### config.mk
export PLATFORM = sky130hd
export DESIGN_NAME = fclm_cell
export DESIGN_NICKNAME = d
export VERILOG_FILES = /design/src/sv/fclm_pkg.sv /design/src/sv/fclm_ram.sv /design/src/sv/fclm_cell.sv
export SDC_FILE = /design/constraint.sdc
export NUM_CORES = 2
export LEC_CHECK = 0
export BUFFER_PORTS_ARGS = -buffer_cell sky130_fd_sc_hd__buf_2
export CAP_MARGIN = 10
export CORE_MARGIN = 8
export CORE_UTILIZATION = 50
export DETAILED_ROUTE_END_ITERATION = 8
export PLACE_DENSITY_LB_ADDON = 0.08
export SLEW_MARGIN = 15
export SYNTH_ARGS = -nofsm -noshare
export SYNTH_HDL_FRONTEND = slang
export SYNTH_SLANG_ARGS = --single-unit
### constraint.sdc
create_clock -name i_clk -period 21.9 [get_ports i_clk]
set_clock_uncertainty 0.15 [all_clocks]
set_input_delay 3.285 -clock i_clk [delete_from_list [all_inputs] [get_ports i_clk]]
set_output_delay 3.285 -clock i_clk [all_outputs]
set_load 0.01 [all_outputs]
### src/sv/fclm_pkg.sv
// ----------------------------------------------------------------------------
// Fully connected layer MAC package
// Shared transaction types, operation and register codes, and number formats.
// ----------------------------------------------------------------------------
package fclm_pkg;

    localparam int DATA_W = 16;
    localparam int FRAC_W = 8;
    localparam int ACC_W  = 40;
    localparam int IDX_W  = 8;
    localparam int COL_W  = 6;

    localparam logic [1:0] OP_WEIGHT = 2'd0;
    localparam logic [1:0] OP_BIAS   = 2'd1;
    localparam logic [1:0] OP_ACT    = 2'd2;

    localparam logic [1:0] REG_INPUTS  = 2'd0;
    localparam logic [1:0] REG_OUTPUTS = 2'd1;
    localparam logic [1:0] REG_BIAS_EN = 2'd2;

    typedef struct packed {
        logic [1:0]               operation;
        logic [IDX_W-1:0]         in_index;
        logic [COL_W-1:0]         out_index;
        logic signed [DATA_W-1:0] value;
    } t_in_item;

    typedef struct packed {
        logic signed [DATA_W-1:0] result;
        logic [COL_W-1:0]         result_index;
        logic                     row_last;
        logic                     saturated;
    } t_out_item;

    typedef struct packed {
        logic signed [DATA_W-1:0] result;
        logic                     saturated;
    } t_drain;

    typedef struct packed {
        logic weight_we;
        logic bias_we;
        logic bias_en;
        logic stage1;
        logic stage2;
        logic first2;
        logic load;
        logic shift;
    } t_cell_ctl;

endpackage

### src/sv/fclm_ram.sv
// ----------------------------------------------------------------------------
// Generic RAM
// One write port and one read port with registered read data.
// ----------------------------------------------------------------------------
module fclm_ram #(
    parameter int WIDTH = 16,
    parameter int DEPTH = 256
) (
    input  logic                                     i_clk,
    input  logic                                     i_we,
    input  logic [(DEPTH > 1 ? $clog2(DEPTH) : 1)-1:0] i_waddr,
    input  logic [WIDTH-1:0]                         i_wdata,
    input  logic [(DEPTH > 1 ? $clog2(DEPTH) : 1)-1:0] i_raddr,
    output logic [WIDTH-1:0]                         o_rdata
);

    logic [WIDTH-1:0] r_mem [DEPTH];
    logic [WIDTH-1:0] r_rdata;

    always_ff @(posedge i_clk) begin
        if (i_we) begin
            r_mem[i_waddr] <= i_wdata;
        end
        r_rdata <= r_mem[i_raddr];
    end

    assign o_rdata = r_rdata;

endmodule

### src/sv/fclm_cell.sv
// ----------------------------------------------------------------------------
// MAC cell
// Holds one weight column, one bias word and one accumulator, and passes
// finished results to its neighbor toward the head of the chain.
// ----------------------------------------------------------------------------
module fclm_cell #(
    parameter int IN_MAX     = 256,
    parameter int CELL_INDEX = 0
) (
    input  logic                                        i_clk,
    input  logic                                        i_rst_n,
    input  fclm_pkg::t_cell_ctl                         i_ctl,
    input  logic [fclm_pkg::COL_W-1:0]                  i_col,
    input  logic [(IN_MAX > 1 ? $clog2(IN_MAX) : 1)-1:0] i_wr_addr,
    input  logic [(IN_MAX > 1 ? $clog2(IN_MAX) : 1)-1:0] i_rd_addr,
    input  logic signed [fclm_pkg::DATA_W-1:0]          i_wdata,
    input  logic signed [fclm_pkg::DATA_W-1:0]          i_x,
    input  fclm_pkg::t_drain                            i_next,
    output fclm_pkg::t_drain                            o_out
);

    localparam int DW = fclm_pkg::DATA_W;
    localparam int FW = fclm_pkg::FRAC_W;
    localparam int AW = fclm_pkg::ACC_W;

    logic                   col_hit;
    logic [DW-1:0]          w_rd;
    logic signed [DW-1:0]   r_bias;
    logic signed [2*DW-1:0] r_prod;
    logic signed [DW-1:0]   r_base;
    logic signed [AW-1:0]   r_acc;
    logic signed [AW-1:0]   n_acc;
    logic signed [AW-1:0]   acc_start;
    logic [AW-DW-FW:0]      acc_top;
    logic                   sat;
    logic signed [DW-1:0]   sat_value;
    fclm_pkg::t_drain       r_out;

    assign col_hit = (i_col == fclm_pkg::COL_W'(CELL_INDEX));

    fclm_ram #(
        .WIDTH (DW),
        .DEPTH (IN_MAX)
    ) u_weights (
        .i_clk   (i_clk),
        .i_we    (i_ctl.weight_we & col_hit),
        .i_waddr (i_wr_addr),
        .i_wdata (i_wdata),
        .i_raddr (i_rd_addr),
        .o_rdata (w_rd)
    );

    always_ff @(posedge i_clk) begin
        if (i_ctl.bias_we && col_hit) begin
            r_bias <= i_wdata;
        end
        if (i_ctl.stage1) begin
            r_prod <= i_x * $signed(w_rd);
            r_base <= i_ctl.bias_en ? r_bias : '0;
        end
    end

    always_comb begin
        acc_start = i_ctl.first2 ? {{(AW-DW-FW){r_base[DW-1]}}, r_base, {FW{1'b0}}} : r_acc;
        n_acc     = acc_start + AW'(r_prod);
    end

    always_ff @(posedge i_clk) begin
        if (!i_rst_n) begin
            r_acc <= '0;
        end else if (i_ctl.stage2) begin
            r_acc <= n_acc;
        end
    end

    always_comb begin
        acc_top   = r_acc[AW-1:DW+FW-1];
        sat       = !((&acc_top) || !(|acc_top));
        sat_value = r_acc[AW-1] ? {1'b1, {(DW-1){1'b0}}} : {1'b0, {(DW-1){1'b1}}};
    end

    always_ff @(posedge i_clk) begin
        if (i_ctl.load) begin
            r_out.result    <= sat ? sat_value : r_acc[DW+FW-1:FW];
            r_out.saturated <= sat;
        end else if (i_ctl.shift) begin
            r_out <= i_next;
        end
    end

    assign o_out = r_out;

endmodule

# After elaboration in Yosys (flattened, before gate mapping)
# Memories as Yosys holds them, arrays and structs flattened. A register that Yosys moved wholly into a read port is not among the register bits.
# Cells that the tools add are included.
# W data, S select, Z words.
# op_classes
mul	1
add_sub_neg	1
reduce_logical	8
bitwise_logic	1
muxes	7
# ops
cell	n
$add A40 B32 Y40	1
$mux W40	1
$mux W17	2
$mul A16 B16 Y32	1
$mux W16	2
$reduce_and A17 Y1	1
$reduce_or A17 Y1	1
$logic_not A6 Y1	1
$logic_not A1 Y1	2
$mux W1	2
$reduce_bool A2 Y1	1
$and A1 B1 Y1	1
$logic_and A1 B1 Y1	1
$logic_or A1 B1 Y1	1
# word_totals
reg_bits	121
mem_bits_rw	4096
out_inout_bits	17
wordCells	25
in_bits	81
n_memories	1
# memory_table
name	depth	width	read_ports	rd_clocked_by_memory_dff	wr	line_no	rtl
u_weights.r_mem	256	16	1	1	1	fclm_ram.sv:17	logic [WIDTH-1:0] r_mem [DEPTH];

# Longest topological paths before layout
# logic_depth
ltp_word	5
mapped_depth	23
mapped_depth_nobuf	22

# Hierarchy
# Synthesis repeated with hierarchy kept, for this count alone.
# unflattened
hier_cells	9107
hier_area_um2	175303.1
# by_module_without_submodules
mod	area_each_um2	instances	cells_per_inst
fclm_ram	158714.7	1	7360
fclm_cell	16588.4	1	1747

# Worst setup path after synthesis
# OpenSTA, ideal clock, no wires.
# synth_path
path_kind	input to register
from	input port i_x[15] (netlist bit)
to	register r_prod[31], data pin
arrival_time_ns	8.977
required_ns	21.490
path_stages	21
path_slack_ns	12.513
setup_time_ns	0.260
cell_sequence	clkbuf_1 > nand2_1 > inv_1 > fa_1 > fa_1 > fa_1 > fa_1 > fa_1 > inv_1 > fa_1 > inv_1 > ha_1 > o21ai_0 > a211oi_1 > a311oi_1 > o21ai_0 > a211o_1 > a21oi_1 > o21bai_1 > a21oi_1 > xnor2_1
# synth_via
elab_chain_len	1
# synth_rtl
element	line_no	rtl
start, declared	fclm_cell.sv:17	input logic signed [fclm_pkg::DATA_W-1:0] i_x,
$mul A16 B16 Y32	fclm_cell.sv:58	r_prod <= i_x * $signed(w_rd);
end signal, assigned	fclm_cell.sv:58	
end, declared	fclm_cell.sv:29	logic signed [2*DW-1:0] r_prod;
# Every way passes these cells.
# A chain may end at the register's enable or synchronous reset.

# Worst setup path in the final report
# Same ends and word-level chain as after synthesis.

==> results.json <==
{
  "gp_congestion": 0.823,
  "power.density_nw_per_um2": 125,
  "grt_pass1_vias": 85337,
  "syn_area_sq_um": 173000,
  "path_clk_slew_ns": 0.06,
  "cp.required_ns": 22.40,
  "postPlaceCellArea_sq_um": 181000,
  "reg2reg_slack_ns": 14.68,
  "ctsHoldBuffers": 0,
  "post_cts_buffers": 0,
  "viasPerCell": 6.15,
  "io_pins": 98,
  "grt_usage": 0.238,
  "cp_cell_sequence": "buf_2 -> nand2_1 -> inv_1 -> fa_1 -> fa_1 -> fa_1 -> fa_1 -> fa_1 -> inv_1 -> fa_1 -> inv_1 -> ha_1 -> o21ai_0 -> a211oi_1 -> a311oi_1 -> o21ai_0 -> a211o_1 -> a21oi_1 -> o21bai_1 -> a21oi_1 -> xnor2_1",
  "cp_max_fo": 16,
  "synthArstFlopShare": 0,
  "finalSetupViolations": 0,
  "cts_resized": 0,
  "cap_viol_max_count": 0,
  "internal_power_uw": 16700,
  "fmax_mhz": 110,
  "clkLatencyLatePin_ns": 0.98,
  "hold_class": "flip-flop to flip-flop",
  "slowest_stage": "fa_1",
  "ys_warn_count": 0,
  "period_minus_slack_ns": 9.13,
  "arrival_ns": 9.63,
  "criticalPathCategory": "primary input to flip-flop",
  "fin_tns_setup_ns": 0,
  "p_leak_uw": 0.0627,
  "synth-seq-area-share": 0.731,
  "synth_cells": 7948,
  "final_nets": 8915,
  "wirelength_microns": 438000,
  "tritoncts": "yes",
  "cpMostUsedCell": "fa_1",
  "ys_seq_elements": 4233,
  "grt_max_degree": 147,
  "cts.path.max_buffers": 4,
  "numCtsBuffers": 438,
  "core-area_sq_um": 345000,
  "holdPathEnd": "r_acc[1]$_SDFFE_PN0P_",
  "fp.dieH_microns": 604,
  "hpwl_microns": 258000,
  "sequentialPowerShare": 0.387,
  "rr_worst_depth": 20,
  "design_area_sq_um": 195000,
  "rsz0062_at_grt": "false",
  "tightest_slew_ns": 1.32,
  "antenna_found_initial": 36,
  "cpPeakStageDelay_ns": 0.95,
  "r2r-start": "u_weights.o_rdata[6]$_DFF_P_",
  "fin_crit_sh": 0.417,
  "hold_violations": 0,
  "startpoint_type": "primary input",
  "root_buffer": "clkbuf_16",
  "clockPowerShare": 0.292,
  "worstReg2RegEnd": "r_prod[31]$_DFFE_PP_",
  "status": "completed",
  "first_pass_iters": 6,
  "clock_sinks": 4233,
  "p_sw_uw": 7660,
  "combinationalPowerShare": 0.321,
  "synth_ff_type": "edfxtp_1",
  "slew_headroom": 0.117,
  "wl_per_cell_microns": 32.7,
  "synth-edff-count": 4177,
  "worst_setup_path_end_kind": "flip-flop",
  "hp-start": "r_acc[1]$_SDFFE_PN0P_",
  "final-max-slew-violation-count": 0,
  "fill_cells": 25616,
  "syn-num-nets": 8413,
  "grt-ovfl-total": 0,
  "multi_input_area_sq_um": 44000,
  "ant_nets": 0,
  "num_rows": 216,
  "cts-htree-levels": 5,
  "drt_iter0_drc": 8833,
  "synth.avg_cell_area_sq_um": 21.8,
  "total_power_uw": 24400,
  "fin_util": 0.564,
  "syn_to_final_growth_pct": 12.4,
  "num_vias": 82294,
  "fp.dieArea_sq_um": 365000,
  "dieWidth_microns": 604,
  "drc": 0,
  "initial_utilization": 0.501,
  "grt_pass1_wl_microns": 628000,
  "io_buffers": 97,
  "peakVddDrop_mv": 0.349,
  "synthDistinctLibCells": 62,
  "swShare": 0.314,
  "holdPathStages": 2,
  "regArea_sq_um": 127000,
  "drive_above_1_share": 0.288
}
==> registers in the layout, indices dropped and copies added, names as in the netlist <==
signal             count
r_bias                16
r_prod                32
u_weights.r_mem     4096
u_weights.o_rdata     16
r_base                16
o_out                 17
r_acc                 40
==> stage by stage <==
stage               cells  worst slack, ns  hold slack [ns]
floorplan            7948            12.51            0.302
global placement    12588            11.80            0.317
detailed placement  12588            11.85            0.323
CTS                 13377            12.87            0.333
global route        13378            12.48            0.352
finish              13382            12.77            0.331
==> final cells by class <==
cell class                      instances  share of cell area
Multi-Input combinational cell       2997               0.226
Clock inverter                        246              0.0109
Sequential cell                      4233               0.650
Clock buffer                          543              0.0590
Tap cell                             4578              0.0294
Inverter                              315             0.00607
Antenna cell                            5           0.0000643
Timing Repair Buffer                  465              0.0183
==> cells in the final DEF, fill, tap and decap left out, types with 27 or more instances in the layout <==
cell type	netlist	layout
edfxtp_1	4177	4177
mux4_2	1312	1312
clkbuf_16	0	443
buf_4	3	359
inv_1	314	314
nor2_1	366	300
fa_1	263	263
nand2_1	179	170
and2_1	146	146
ha_1	121	121
clkinv_1	1	108
clkbuf_1	258	98
a21oi_1	84	84
mux2_2	80	80
buf_2	94	76
clkinv_2	0	75
o21ai_0	68	68
nor2_2	0	62
dfxtp_1	56	55
xnor2_1	42	42
o22ai_1	34	34
nand3_1	36	30
bufinv_16	0	30
a21o_1	27	27
==> logic make-up after synthesis <==
| kind of cell | count (synthesis) | synth area share |
|---|---|---|
| DFF | 4233 | 0.731 |
| muxes | 1413 | 0.177 |
| and+or+nand+nor | 827 | 0.0217 |
| buffers and inverters | 718 | 0.0165 |
| adders and majority gates | 384 | 0.0391 |
| AOI/OAI and AO/OA | 310 | 0.0116 |
| xor gates and xnor gates | 63 | 0.00319 |
==> critical path, delay by kind of cell <==
family	cells	cell delay, ns
compound gates	8	1.68
fa+ha+maj	7	3.87
buf+inv	4	0.51
xor+xnor	1	0.08
simple gates	1	0.17
==> metal layers <==
| layer | up-vias | GRT usage | routed length (microns) |
|---|---|---|---|
| met2 | 2985 | 0.390 | 213000 |
| met5 | - | 0 | 34 |
| met4 | 6 | 0.0532 | 10100 |
| met1 | 45081 | 0.344 | 185000 |
| met3 | 587 | 0.0357 | 29600 |
| li1 | 33635 | - | - |
==> synth_stat cells, types with 3 or more instances <==
cell type,number,area share
xnor2_1,42,0.0021
or3_1,5,0.00018
mux2i_1,21,0.0012
clkbuf_1,258,0.0056
xor2_1,21,0.0011
buf_1,44,0.00095
nor3_1,18,0.00052
edfxtp_1,4177,0.72
mux4_2,1312,0.17
nor4_1,7,0.00025
fa_1,263,0.030
a311oi_1,4,0.00020
nand3b_1,4,0.00017
o221a_1,16,0.0010
o22ai_1,34,0.0012
nor2_1,366,0.0079
mux2_2,80,0.0052
dfxtp_1,56,0.0065
o21a_1,8,0.00035
nand3_1,36,0.0010
o21bai_1,7,0.00030
nand2b_1,19,0.00069
a31oi_1,3,0.00011
a21oi_1,84,0.0024
inv_1,314,0.0068
buf_4,3,0.00013
and3_1,5,0.00018
a21boi_0,5,0.00022
and2_1,146,0.0053
nand2_1,179,0.0039
buf_2,94,0.0027
nand4_1,12,0.00043
a21o_1,27,0.0012
ha_1,121,0.0087
o211ai_1,8,0.00035
nor2b_1,21,0.00076
a211oi_1,21,0.00091
buf_6,4,0.00026
a221o_1,3,0.00017
o21ai_0,68,0.0020
nor3b_1,3,0.00013
==> how the worst max path moves through the flow <==
| stage | start | end | slack, ns | cells after the start |
|---|---|---|---|---|
| 2_1_floorplan | i_x[15] | r_prod[31]$_DFFE_PP_ | 12.51 | 21 |
| 3_3_place_gp | i_x[15] | r_prod[31]$_DFFE_PP_ | 11.80 | 21 |
| 3_5_place_dp | i_x[15] | r_prod[31]$_DFFE_PP_ | 11.85 | 21 |
| 4_1_cts | i_x[15] | r_prod[31]$_DFFE_PP_ | 12.87 | 21 |
| 5_1_grt | i_x[15] | r_prod[31]$_DFFE_PP_ | 12.48 | 21 |
| 6_report | i_x[15] | r_prod[31]$_DFFE_PP_ | 12.77 | 21 |
==> power groups by stage <==
stage	clock (uW)	sequential, uW	combinational [uW]
2_1_floorplan	0	9560	5660
3_3_place_gp	0	9600	7760
3_5_place_dp	0	9600	7820
4_1_cts	7250	9430	7870
5_1_grt	7530	9440	8800
6_report	7120	9430	7810
Power figures use the tool's default switching activity.
